File: src/rtl/lstpw_pkg.sv
// shared types, constants and codes of the two-point weight block
package lstpw_pkg;

  localparam int SAMPLE_W   = 16;
  localparam int PROD_W     = 2 * SAMPLE_W;
  localparam int SQ_W       = PROD_W - 1;
  localparam int SUMU_W     = 40;
  localparam int SUMS_W     = 41;
  localparam int DIFF_W     = SUMS_W + 2;
  localparam int DEN_W      = SUMS_W + 1;
  localparam int WEIGHT_W   = 16;
  localparam int CODE_W     = 2;
  localparam int SHIFT_W    = 6;
  localparam int MARGIN_W   = 15;
  localparam int CFG_DATA_W = 15;
  localparam int CFG_IDX_W  = 1;
  localparam int DIV_STEPS  = 16;
  localparam int DIV_CNT_W  = $clog2(DIV_STEPS);

  localparam logic [WEIGHT_W-1:0] ONE_Q15         = WEIGHT_W'(32768);
  localparam logic [WEIGHT_W-1:0] HALF_Q15        = WEIGHT_W'(16384);
  localparam logic [SHIFT_W-1:0]  TOL_SHIFT_RESET = SHIFT_W'(27);
  localparam logic [MARGIN_W-1:0] MARGIN_RESET    = MARGIN_W'(8192);
  localparam logic [MARGIN_W-1:0] MARGIN_MAX      = MARGIN_W'(16384);

  typedef enum logic [CFG_IDX_W-1:0] {
    REG_TOL_SHIFT    = 1'b0,
    REG_CLAMP_MARGIN = 1'b1
  } cfg_reg_t;

  typedef enum logic [CODE_W-1:0] {
    CASE_PLUS_ZERO  = 2'd0,
    CASE_MINUS_ZERO = 2'd1,
    CASE_NEAR       = 2'd2,
    CASE_SOLVED     = 2'd3
  } case_code_t;

  typedef struct packed {
    logic signed [SAMPLE_W-1:0] sample_minus;
    logic signed [SAMPLE_W-1:0] sample_plus;
    logic signed [SAMPLE_W-1:0] sample_center;
    logic                       last_vector;
  } in_word_t;

  typedef struct packed {
    logic [WEIGHT_W-1:0] weight_minus;
    logic [WEIGHT_W-1:0] weight_plus;
    logic [CODE_W-1:0]   case_code;
    logic                was_clamped;
  } out_word_t;

  typedef enum logic [2:0] {
    ST_IDLE,
    ST_ACCUM,
    ST_PREP,
    ST_NORM,
    ST_CHECK,
    ST_DIV,
    ST_FINISH
  } ctrl_state_t;

  typedef struct packed {
    logic load_prod;
    logic accum;
    logic prep;
    logic norm;
    logic check;
    logic div_step;
    logic div_first;
    logic load_out;
  } dp_cmd_t;

  typedef struct packed {
    logic last;
  } dp_status_t;

endpackage

File: src/rtl/lstpw_ctrl.sv
// controller: sequences accumulate, solve steps and the output register
module lstpw_ctrl (
  input  logic                  clk,
  input  logic                  rst,
  input  logic                  in_valid,
  output logic                  in_ready,
  output logic                  out_valid,
  input  logic                  out_ready,
  input  lstpw_pkg::dp_status_t status,
  output lstpw_pkg::dp_cmd_t    cmd
);
  import lstpw_pkg::*;

  ctrl_state_t          state, state_next;
  logic [DIV_CNT_W-1:0] div_cnt, div_cnt_next;
  logic                 out_valid_next;
  logic                 out_free;

  assign out_free = !out_valid || out_ready;
  assign in_ready = (state == ST_IDLE);

  always_ff @(posedge clk) begin
    if (rst) begin
      state     <= ST_IDLE;
      div_cnt   <= '0;
      out_valid <= 1'b0;
    end else begin
      state     <= state_next;
      div_cnt   <= div_cnt_next;
      out_valid <= out_valid_next;
    end
  end

  always_comb begin
    state_next   = state;
    div_cnt_next = div_cnt;
    cmd          = '0;
    unique case (state)
      ST_IDLE: begin
        cmd.load_prod = in_valid;
        if (in_valid) state_next = ST_ACCUM;
      end
      ST_ACCUM: begin
        cmd.accum  = 1'b1;
        state_next = status.last ? ST_PREP : ST_IDLE;
      end
      ST_PREP: begin
        cmd.prep   = 1'b1;
        state_next = ST_NORM;
      end
      ST_NORM: begin
        cmd.norm   = 1'b1;
        state_next = ST_CHECK;
      end
      ST_CHECK: begin
        cmd.check    = 1'b1;
        div_cnt_next = '0;
        state_next   = ST_DIV;
      end
      ST_DIV: begin
        cmd.div_step  = 1'b1;
        cmd.div_first = (div_cnt == '0);
        div_cnt_next  = div_cnt + DIV_CNT_W'(1);
        if (div_cnt == DIV_CNT_W'(DIV_STEPS - 1)) state_next = ST_FINISH;
      end
      ST_FINISH: begin
        cmd.load_out = out_free;
        if (out_free) state_next = ST_IDLE;
      end
      default: state_next = ST_IDLE;
    endcase
    out_valid_next = cmd.load_out ? 1'b1 : (out_ready ? 1'b0 : out_valid);
  end

endmodule

File: src/rtl/lstpw_dpath.sv
// datapath: products, saturating sums, classification, divider, result register
module lstpw_dpath (
  input  logic                                 clk,
  input  logic                                 rst,
  input  lstpw_pkg::in_word_t                  in_data,
  output lstpw_pkg::out_word_t                 out_data,
  input  logic                                 cfg_write_en,
  input  logic [lstpw_pkg::CFG_IDX_W-1:0]      cfg_index,
  input  logic [lstpw_pkg::CFG_DATA_W-1:0]     cfg_data,
  input  lstpw_pkg::dp_cmd_t                   cmd,
  output lstpw_pkg::dp_status_t                status
);
  import lstpw_pkg::*;

  // configuration
  logic [SHIFT_W-1:0]  tol_shift;
  logic [MARGIN_W-1:0] margin;

  // product stage
  logic signed [PROD_W-1:0] sq_m_full, sq_p_full;
  logic [SQ_W-1:0]          sq_mm, sq_pp;
  logic signed [PROD_W-1:0] pr_mp, pr_mz;
  logic                     prod_last;

  // sums
  logic [SUMU_W-1:0]        sum_mm, sum_pp;
  logic signed [SUMS_W-1:0] sum_mp, sum_mz;
  logic [SUMU_W:0]          add_mm, add_pp;
  logic [SUMS_W:0]          add_mp, add_mz;
  logic [SUMU_W-1:0]        sat_mm, sat_pp;
  logic [SUMS_W-1:0]        sat_mp, sat_mz;

  // solve registers
  logic signed [DIFF_W-1:0] num, den;
  logic [SUMS_W-1:0]        abs_mp, abs_mz;
  logic                     pp_zero, mm_zero;
  logic [DEN_W-1:0]         aden, anum;
  logic signed [DIFF_W-1:0] num_n;
  logic [DIFF_W-1:0]        num_neg_v, den_neg_v;
  logic [SUMS_W-1:0]        tol_p, tol_z;
  logic                     near, den_zero, num_neg, num_zero, num_big;
  logic [DIFF_W-1:0]        rem;
  logic [WEIGHT_W-1:0]      quo;
  logic [DIFF_W:0]          trial, trial_sub;
  logic                     trial_ge;

  // result selection
  logic [MARGIN_W-1:0] margin_eff;
  logic [WEIGHT_W-1:0] lo, hi;
  logic                round_up;
  logic [WEIGHT_W:0]   rounded;
  logic [WEIGHT_W-1:0] wp;
  logic [CODE_W-1:0]   code;
  logic                clamped;

  assign status.last = prod_last;

  always_ff @(posedge clk) begin
    if (rst) begin
      tol_shift <= TOL_SHIFT_RESET;
      margin    <= MARGIN_RESET;
    end else if (cfg_write_en) begin
      unique case (cfg_reg_t'(cfg_index))
        REG_TOL_SHIFT:    tol_shift <= cfg_data[SHIFT_W-1:0];
        REG_CLAMP_MARGIN: margin    <= cfg_data[MARGIN_W-1:0];
        default:          ;
      endcase
    end
  end

  // four 16x16 products, registered before the adders
  assign sq_m_full = in_data.sample_minus * in_data.sample_minus;
  assign sq_p_full = in_data.sample_plus * in_data.sample_plus;

  always_ff @(posedge clk) begin
    if (cmd.load_prod) begin
      sq_mm     <= sq_m_full[SQ_W-1:0];
      sq_pp     <= sq_p_full[SQ_W-1:0];
      pr_mp     <= in_data.sample_minus * in_data.sample_plus;
      pr_mz     <= in_data.sample_minus * in_data.sample_center;
      prod_last <= in_data.last_vector;
    end
  end

  // saturating accumulate
  assign add_mm = {1'b0, sum_mm} + (SUMU_W + 1)'(sq_mm);
  assign add_pp = {1'b0, sum_pp} + (SUMU_W + 1)'(sq_pp);
  assign add_mp = {sum_mp[SUMS_W-1], sum_mp}
                + {{(SUMS_W + 1 - PROD_W){pr_mp[PROD_W-1]}}, pr_mp};
  assign add_mz = {sum_mz[SUMS_W-1], sum_mz}
                + {{(SUMS_W + 1 - PROD_W){pr_mz[PROD_W-1]}}, pr_mz};

  assign sat_mm = add_mm[SUMU_W] ? {SUMU_W{1'b1}} : add_mm[SUMU_W-1:0];
  assign sat_pp = add_pp[SUMU_W] ? {SUMU_W{1'b1}} : add_pp[SUMU_W-1:0];

  always_comb begin
    unique case (add_mp[SUMS_W:SUMS_W-1])
      2'b01:   sat_mp = {1'b0, {(SUMS_W - 1){1'b1}}};
      2'b10:   sat_mp = {1'b1, {(SUMS_W - 1){1'b0}}};
      default: sat_mp = add_mp[SUMS_W-1:0];
    endcase
    unique case (add_mz[SUMS_W:SUMS_W-1])
      2'b01:   sat_mz = {1'b0, {(SUMS_W - 1){1'b1}}};
      2'b10:   sat_mz = {1'b1, {(SUMS_W - 1){1'b0}}};
      default: sat_mz = add_mz[SUMS_W-1:0];
    endcase
  end

  always_ff @(posedge clk) begin
    if (rst || cmd.load_out) begin
      sum_mm <= '0;
      sum_pp <= '0;
      sum_mp <= '0;
      sum_mz <= '0;
    end else if (cmd.accum) begin
      sum_mm <= sat_mm;
      sum_pp <= sat_pp;
      sum_mp <= sat_mp;
      sum_mz <= sat_mz;
    end
  end

  // prep: differences against mm and reference magnitudes
  always_ff @(posedge clk) begin
    if (cmd.prep) begin
      num     <= {{2{sum_mz[SUMS_W-1]}}, sum_mz} - {3'b000, sum_mm};
      den     <= {{2{sum_mp[SUMS_W-1]}}, sum_mp} - {3'b000, sum_mm};
      abs_mp  <= sum_mp[SUMS_W-1] ? (~sum_mp + SUMS_W'(1)) : sum_mp;
      abs_mz  <= sum_mz[SUMS_W-1] ? (~sum_mz + SUMS_W'(1)) : sum_mz;
      pp_zero <= (sum_pp == '0);
      mm_zero <= (sum_mm == '0);
    end
  end

  // norm: magnitudes, and sign flip so the denominator is non-negative
  assign num_neg_v = ~num + DIFF_W'(1);
  assign den_neg_v = ~den + DIFF_W'(1);

  always_ff @(posedge clk) begin
    if (cmd.norm) begin
      anum  <= num[DIFF_W-1] ? num_neg_v[DEN_W-1:0] : num[DEN_W-1:0];
      aden  <= den[DIFF_W-1] ? den_neg_v[DEN_W-1:0] : den[DEN_W-1:0];
      num_n <= den[DIFF_W-1] ? num_neg_v : num;
    end
  end

  // check: near-equality and the cases that skip the quotient
  assign tol_p = abs_mp >> tol_shift;
  assign tol_z = abs_mz >> tol_shift;

  // divider: one quotient bit a step, first step without the doubling
  assign trial     = cmd.div_first ? {1'b0, rem} : {rem, 1'b0};
  assign trial_ge  = (trial >= (DIFF_W + 1)'(aden));
  assign trial_sub = trial - (DIFF_W + 1)'(aden);

  always_ff @(posedge clk) begin
    if (cmd.check) begin
      near     <= (DEN_W'(tol_p) > aden) || (DEN_W'(tol_z) > anum);
      den_zero <= (aden == '0);
      num_neg  <= num_n[DIFF_W-1];
      num_zero <= (num_n == '0);
      num_big  <= $signed({num_n[DIFF_W-1], num_n}) >= $signed({1'b0, aden, 1'b0});
      rem      <= num_n;
    end else if (cmd.div_step) begin
      rem <= trial_ge ? trial_sub[DIFF_W-1:0] : trial[DIFF_W-1:0];
      quo <= {quo[WEIGHT_W-2:0], trial_ge};
    end
  end

  // result selection
  assign margin_eff = (margin > MARGIN_MAX) ? MARGIN_MAX : margin;
  assign lo         = HALF_Q15 - WEIGHT_W'(margin_eff);
  assign hi         = HALF_Q15 + WEIGHT_W'(margin_eff);
  assign round_up   = ({rem, 1'b0} >= (DIFF_W + 1)'(aden));
  assign rounded    = {1'b0, quo} + (WEIGHT_W + 1)'(round_up);

  always_comb begin
    wp      = '0;
    code    = CASE_SOLVED;
    clamped = 1'b0;
    priority if (pp_zero) begin
      code = CASE_PLUS_ZERO;
    end else if (mm_zero) begin
      wp   = ONE_Q15;
      code = CASE_MINUS_ZERO;
    end else if (near) begin
      code = CASE_NEAR;
    end else if (den_zero) begin
      priority if (num_zero) begin
        wp = HALF_Q15;
      end else if (num_neg) begin
        wp      = lo;
        clamped = 1'b1;
      end else begin
        wp      = hi;
        clamped = 1'b1;
      end
    end else if (num_neg) begin
      wp      = lo;
      clamped = 1'b1;
    end else if (num_big) begin
      wp      = hi;
      clamped = 1'b1;
    end else if (quo < lo) begin
      wp      = lo;
      clamped = 1'b1;
    end else if ((quo > hi) || ((quo == hi) && (rem != '0))) begin
      wp      = hi;
      clamped = 1'b1;
    end else begin
      wp = rounded[WEIGHT_W-1:0];
    end
  end

  always_ff @(posedge clk) begin
    if (cmd.load_out) begin
      out_data.weight_minus <= ONE_Q15 - wp;
      out_data.weight_plus  <= wp;
      out_data.case_code    <= code;
      out_data.was_clamped  <= clamped;
    end
  end

endmodule

File: src/rtl/ls_two_point_interp_weight.sv
// top level: two-point least-squares interpolation weight unit
//
//   channel | direction | handshake             | word
//   --------+-----------+-----------------------+---------------------------------
//   in      | input     | in_valid / in_ready   | in_data: sample triple + last
//   out     | output    | out_valid / out_ready | out_data: weights, case, clamp
//   cfg     | input     | cfg_write_en only     | cfg_index, cfg_data
//
// an ordinary word is handled in order: its four products are registered, then added
// into the saturating sums; one word is in flight at a time
// a word marked last goes through these steps until its result word sits in the output
// register: accumulate, three classify stages, 16 divider steps, result select
// the 16-step radix-2 divider for the right weight sets the latency of a point
// the output register lets the next point's words be taken while a result
// word waits; a second finished result holds the controller until it drains
// synchronous active-high reset restores the register defaults and zero sums
module ls_two_point_interp_weight (
  input  logic                             clk,
  input  logic                             rst,
  input  logic                             in_valid,
  output logic                             in_ready,
  input  lstpw_pkg::in_word_t              in_data,
  output logic                             out_valid,
  input  logic                             out_ready,
  output lstpw_pkg::out_word_t             out_data,
  input  logic                             cfg_write_en,
  input  logic [lstpw_pkg::CFG_IDX_W-1:0]  cfg_index,
  input  logic [lstpw_pkg::CFG_DATA_W-1:0] cfg_data
);
  import lstpw_pkg::*;

  // command and status between controller and datapath
  dp_cmd_t    cmd;
  dp_status_t status;

  // controller: state machine, divider step count, output valid
  lstpw_ctrl u_ctrl (
    .clk       (clk),
    .rst       (rst),
    .in_valid  (in_valid),
    .in_ready  (in_ready),
    .out_valid (out_valid),
    .out_ready (out_ready),
    .status    (status),
    .cmd       (cmd)
  );

  // datapath: products, sums, classification, divider, result word
  lstpw_dpath u_dpath (
    .clk          (clk),
    .rst          (rst),
    .in_data      (in_data),
    .out_data     (out_data),
    .cfg_write_en (cfg_write_en),
    .cfg_index    (cfg_index),
    .cfg_data     (cfg_data),
    .cmd          (cmd),
    .status       (status)
  );

endmodule

File: config.mk
export PLATFORM = sky130hd
export DESIGN_NAME = ls_two_point_interp_weight
export DESIGN_NICKNAME = d
export VERILOG_FILES = /design/src/rtl/lstpw_pkg.sv /design/src/rtl/lstpw_ctrl.sv /design/src/rtl/lstpw_dpath.sv /design/src/rtl/ls_two_point_interp_weight.sv
export SDC_FILE = /design/constraint.sdc
export NUM_CORES = 2
export LEC_CHECK = 0
export ABC_CLOCK_PERIOD_IN_PS = 8200
export BUFFER_PORTS_ARGS = -buffer_cell sky130_fd_sc_hd__buf_2
export CORE_ASPECT_RATIO = 1.1
export CORE_MARGIN = 2
export CORE_UTILIZATION = 45
export DETAILED_ROUTE_END_ITERATION = 8
export HOLD_SLACK_MARGIN = 0.1
export PLACE_DENSITY = 0.66
export SYNTH_ARGS = -nofsm -noshare
export SYNTH_HDL_FRONTEND = slang
export SYNTH_SLANG_ARGS = --single-unit
export TNS_END_PERCENT = 10
File: constraint.sdc
create_clock -name clk -period 8.2 [get_ports clk]
set_clock_uncertainty 0.2 [all_clocks]
set_input_delay 0.41 -clock clk [delete_from_list [all_inputs] [get_ports clk]]
set_output_delay 0.41 -clock clk [all_outputs]
set_load 0.01 [all_outputs]
### After elaboration in Yosys (flattened, before gate mapping)

Index checks and enable logic that the tools add are counted.

* bits in registers: 713
* bits of input ports: 70
* word-level logic and storage cells: 157

* add/subtract/negate cells: 16
* $mul: 4
* magnitude comparators: 8
* equality and inequality tests: 15
* shift-type cells: 2
* muxes and demuxes: 47
* bitwise logic cells: 6
* reduce and logical (&&, ||, !) cells: 22

Operators by type and width (count)
* 43-bit two-way mux: 4
* 41-bit case mux with 2 select lines: 2
* 16-bit two-way mux: 10
* 40-bit two-way mux: 4
* 44-bit by 42-bit >= comparator with 1-bit output: 2
* 41-bit by 32-bit adder with 42-bit output: 2
* 41-bit by 42-bit > comparator with 1-bit output: 2
* 42-bit two-way mux: 2
* 41-bit by 41-bit subtractor with 42-bit output: 2
* 40-bit by 31-bit adder with 41-bit output: 2
* 41-bit by 2-bit adder with 41-bit output (second input constant): 2
* 41-bit inverter: 2
* 41-bit by 6-bit >> shifter with 41-bit output: 2
* 40-bit zero test: 2
* 16-bit by 16-bit multiplier with 32-bit output: 2
* 16-bit by 16-bit multiplier with 31-bit output: 2
* 43-bit by 44-bit >= comparator with 1-bit output: 1
* 44-bit two-way mux: 1
* 43-bit by 2-bit adder with 43-bit output (second input constant): 1
* 43-bit zero test: 1
* 43-bit inverter: 1
* 43-bit nonzero test: 1
* 43-bit by 42-bit subtractor with 43-bit output: 1
* 42-bit by 2-bit adder with 42-bit output (second input constant): 1
* other kinds (36): 68

### Longest topological paths before layout

* word-level depth: 15
* gate-level depth with buffers: 29

### Hierarchy

From an unflattened synthesis, not the netlist that was laid out.

* cell total of the unflattened synthesis: 9618
* area total of the unflattened synthesis: 88260.9 sq um

Modules (own cells, without submodules)
* lstpw_dpath: times used 1, cells each 9559, area an instance 87715.4 sq um, sequential area each 19188.4 sq um
* lstpw_ctrl: times used 1, cells each 59, area an instance 545.5 sq um, sequential area each 160.2 sq um

### Worst setup path before layout

Ideal clock, no wire load.

* path kind: register to register
* start point: reg u_ctrl.state[0]
* end point: reg u_dpath.abs_mp[0], enable pin
* setup time: 698 ps
* data arrival time: 7654 ps
* required time: 7302 ps
* setup slack: -352 ps
* cell stages (with the launch flop): 4
* buffers on the path: 1
* cell sequence: dfxtp_1 clkbuf_1 nand2b_1 nor2_1

* longest elaborated chain between the ends: 2

RTL lines
* start: declaration: line lstpw_ctrl.sv:14 `ctrl_state_t state, state_next;`
* start signal: assignment: line lstpw_ctrl.sv:28 `state <= state_next;`
* 3-bit by 2-bit == test with 1-bit output: line lstpw_ctrl.sv:38 `unique case (state)`
* 1-bit two-way mux: line lstpw_ctrl.sv:38
* end signal: assignment: line lstpw_dpath.sv:128 `abs_mp <= sum_mp[SUMS_W-1] ? (~sum_mp + SUMS_W'(1)) : sum_mp;`
* end: declaration: line lstpw_dpath.sv:35 `logic [SUMS_W-1:0] abs_mp, abs_mz;`

No other way between the ends.
A chain may end at the register's enable or synchronous reset.

### Worst setup path after layout

* start point: in in_data[18] (netlist bit)
* end point: reg u_dpath.sq_pp[30], data pin

* longest elaborated chain between the ends: 1

RTL lines
* start: declaration: line ls_two_point_interp_weight.sv:22 `input lstpw_pkg::in_word_t in_data,`
* 16-bit by 16-bit multiplier with 31-bit output: line lstpw_dpath.sv:73 `assign sq_p_full = in_data.sample_plus * in_data.sample_plus;`
* net u_dpath.sq_p_full[30]: line lstpw_dpath.sv:20 `logic signed [PROD_W-1:0] sq_m_full, sq_p_full;`
* end signal: assignment: line lstpw_dpath.sv:78 `sq_pp <= sq_p_full[SQ_W-1:0];`
* end: declaration: line lstpw_dpath.sv:21 `logic [SQ_W-1:0] sq_mm, sq_pp;`

The timed path passes the listed nets, and every way through them passes these cells.

==> flow_summary.json <==
{
  "status": "finished, final reports clean",
  "grt_max_degree": 179,
  "cp.required_ns": 8.44,
  "vias": 69300,
  "cts_tree": "yes",
  "drt_drc_violations_left": 0,
  "cp-startpoint": "in_data[18]",
  "hold_end": "u_dpath.pr_mz[1]$_DFFE_PP_",
  "yosys.cell_count.top_type": "inv_1",
  "dpl.hpwl_mm": 197,
  "cts_buffers": 84,
  "seq_area_um2": 19400,
  "synth-seq-area-share_pct": 21.9,
  "multi_input_area_um2": 62400,
  "fmax_mhz": 138,
  "htree_levels": 3,
  "antenna_left": 0,
  "overflow": 0,
  "end_kind": "register",
  "synth_cells": 9754,
  "async_flop_share_pct": 0,
  "fin_area_um2": 95300,
  "n_fill_cell": 18200,
  "slowest_stage": "a2111oi_0",
  "rows": 170,
  "min_period_ns": 7.23,
  "synth_area_leaders": "fa_1, edfxtp_1, ha_1, inv_1, nand2_1",
  "hp-start": "in_data[2]",
  "yosysTopAreaCellShare_pct": 22.6,
  "timing.critical_path.mode_cell": "fa_1",
  "fin_setup_tns_ns": 0,
  "worstSetupPathType": "input port to register",
  "switching_share_pct": 48.8,
  "io_buffers": 106,
  "synth-main-ff-cell": "edfxtp_1",
  "path_max_fanout": 17,
  "layout.nets": 11600,
  "powerDensity_nw_per_um2": 459,
  "min_path_type": "input port to register",
  "finalSetupViolations": 0,
  "synth_top_area_cell": "fa_1",
  "placed_area_um2": 91900,
  "reg2regPathDepth": 21,
  "postCtsSetupRepairBufs": 0,
  "antenna_found_initial": 5,
  "synth_cell_type_count": 98,
  "syn_nets": 11600,
  "track_usage_pct": 24.6,
  "rr_endpoint": "u_dpath.out_data[34]$_DFFE_PP_",
  "grt_pass1_wl_mm": 390,
  "first_pass_iters": 6,
  "area_growth_pct": 7.74,
  "drv_cap": 0,
  "clkLatencyLatePin_ns": 0.71,
  "utilization_pct": 48.8,
  "start_kind": "input port",
  "synth_edf_count": 517,
  "dieHeight_um": 469,
  "p_leak_nw": 43.9,
  "io_pins": 107,
  "fin_crit_sh_pct": 88.2,
  "worst_pin_slew_ns": 1.07,
  "yosys_warnings": 0,
  "drtIter0Drc": 5230,
  "yosys-top-cells-count": "inv_1, nand2_1, fa_1",
  "start_util_pct": 45.3,
  "gp_congestion": 0.947,
  "wl_mm": 246,
  "hold_violations": 0,
  "slowest_delay_ns": 0.58,
  "first_global_vias": 70700,
  "cts.sinks": 708,
  "synth.cell_area_um2": 88500,
  "cp_data_arrival_time_ns": 7.48,
  "report.final.slew_viol_count": 0,
  "die-area_um2": 200000,
  "slew_headroom_pct": 28.5,
  "comb_power_share_pct": 75.2,
  "ir_drop_uv": 678,
  "core_um2": 195000,
  "switching_power_w": 0.0214,
  "p_int_w": 0.0224,
  "rsz0062_at_grt": "false",
  "ctsRootBufferMaster": "clkbuf_16",
  "avgRoutedWirePerCell_um": 19.8,
  "cts.path.max_buffers": 3,
  "synth_area_per_cell_um2": 9.07,
  "vias_per_cell": 5.60,
  "drive_gt1_share_pct": 5.40,
  "reg2reg_slack_ns": 1.12,
  "p_seq_share_pct": 15.5,
  "clk_pin_slew_ns": 0.06,
  "hold_path_depth": 3,
  "fp.dieW_um": 427,
  "clkPwrFrac_pct": 9.3,
  "worstReg2RegStart": "u_dpath.margin[14]$_SDFFE_PP0P_",
  "ys_seq_elements": 708
}
[kinds of logic (layout without fill, tap and decap cells)]
family                   after synthesis  after routing  share of synthesized area, %
XOR/XNOR                             587            587                          5.81
flip-flops                           708            708                          21.9
AO/OA/AOI/OAI                       1872           1872                          13.2
other                                  1              3                       0.00424
buffers and inverters               1811           1869                          7.70
AND/OR/NAND/NOR                     2831           2831                          15.3
multiplexers                         149            149                          2.30
adder cells (fa/ha/maj)             1795           1795                          33.8
[registers in the layout (all words and copies together), names as in the netlist, 16 cells and up]
register          cells
u_dpath.num_n        43
u_dpath.rem          43
u_dpath.aden         42
u_dpath.den          42
u_dpath.num          42
u_dpath.abs_mp       41
u_dpath.abs_mz       41
u_dpath.anum         41
u_dpath.sum_mp       41
u_dpath.sum_mz       41
u_dpath.sum_mm       40
u_dpath.sum_pp       40
u_dpath.out_data     34
u_dpath.pr_mp        32
u_dpath.pr_mz        32
u_dpath.sq_mm        30
u_dpath.sq_pp        30
u_dpath.quo          16
[worst max-delay path by stage]
stage | end | slack [ns] | cells past startpoint
6_report | u_dpath.sq_pp[30]$_DFFE_PP_ | 0.97 | 28
2_1_floorplan | u_dpath.sq_mm[30]$_DFFE_PP_ | 0.75 | 26
5_1_grt | u_dpath.sq_pp[30]$_DFFE_PP_ | 0.60 | 28
3_5_place_dp | u_dpath.sq_pp[30]$_DFFE_PP_ | 0.33 | 28
3_3_place_gp | u_dpath.sq_pp[30]$_DFFE_PP_ | 0.31 | 25
4_1_cts | u_dpath.sq_pp[30]$_DFFE_PP_ | 1.07 | 28
[stage by stage]
stage	total power (W)	setup WS (ns)	instances	hold WS, ns
finish	0.0438	0.966	12400	0.276
global route	0.0484	0.604	12400	0.242
global placement	0.0386	0.308	12200	0.258
detailed placement	0.0394	0.329	12200	0.283
floorplan	0.0311	0.754	9754	0.226
CTS	0.0437	1.07	12400	0.217
[cell usage in the layout, fill, tap and decap left out, types with 68 or more instances in the layout]
| cell | n |
|---|---|
| xor2_1 | 131 |
| inv_1 | 1422 |
| nand2b_1 | 111 |
| o21a_1 | 82 |
| clkbuf_16 | 89 |
| xnor2_1 | 456 |
| nor2_1 | 588 |
| nor2b_1 | 103 |
| nand2_1 | 1082 |
| a31oi_1 | 89 |
| nand4_1 | 70 |
| o21ai_0 | 424 |
| a21o_1 | 214 |
| dfxtp_1 | 185 |
| edfxtp_1 | 517 |
| nor3_1 | 123 |
| fa_1 | 997 |
| or3_1 | 68 |
| and2_1 | 299 |
| buf_4 | 115 |
| nand3_1 | 112 |
| mux2i_1 | 80 |
| ha_1 | 798 |
| a21oi_1 | 600 |
| a211oi_1 | 84 |
| nor4_1 | 77 |
| buf_2 | 106 |
[critical path: cells and delay by family]
kind	cells	cell delay, ns
buffers and inverters	8	1.16
xor gates and xnor gates	1	0.09
adders and majority gates	7	3.35
AOI/OAI and AO/OA	9	2.15
and+or+nand+nor	3	0.29
[power by group through the flow]
| stage | sequential [W] | clock, W | combinational [W] |
|---|---|---|---|
| after detailed placement | 0.00684 | 0 | 0.0326 |
| after floorplan | 0.00645 | 0 | 0.0246 |
| final | 0.00679 | 0.00408 | 0.0329 |
| after global routing | 0.00683 | 0.00430 | 0.0372 |
| after global placement | 0.00683 | 0 | 0.0318 |
| after CTS | 0.00677 | 0.00417 | 0.0328 |
[layer usage]
layer / vias to the layer above / wire [µm] / global-route usage, %
met4: 6 / 12800 / 11.6
met1: 34200 / 104000 / 31.5
met2: 1914 / 118000 / 41.7
met3: 503 / 11600 / 2.67
li1: 32700 / - / -
met5: - / 34 / 0
[cell type report]
class | count | share of cell area (%)
multi-input combinational | 7235 | 65.4
sequential | 708 | 20.3
inverter | 1437 | 5.66
tap | 2580 | 3.39
clock buffer | 97 | 2.37
timing repair buffer | 276 | 2.08
clock inverter | 59 | 0.751
antenna | 2 | 0.00525
[repair_timing]
item / in CTS / in global routing
gates resized for setup: 0 / 0
hold buffers: 51 / 0
hold endpoints to repair: 33 / 0
No activity file was read; power rests on OpenSTA's default activity.
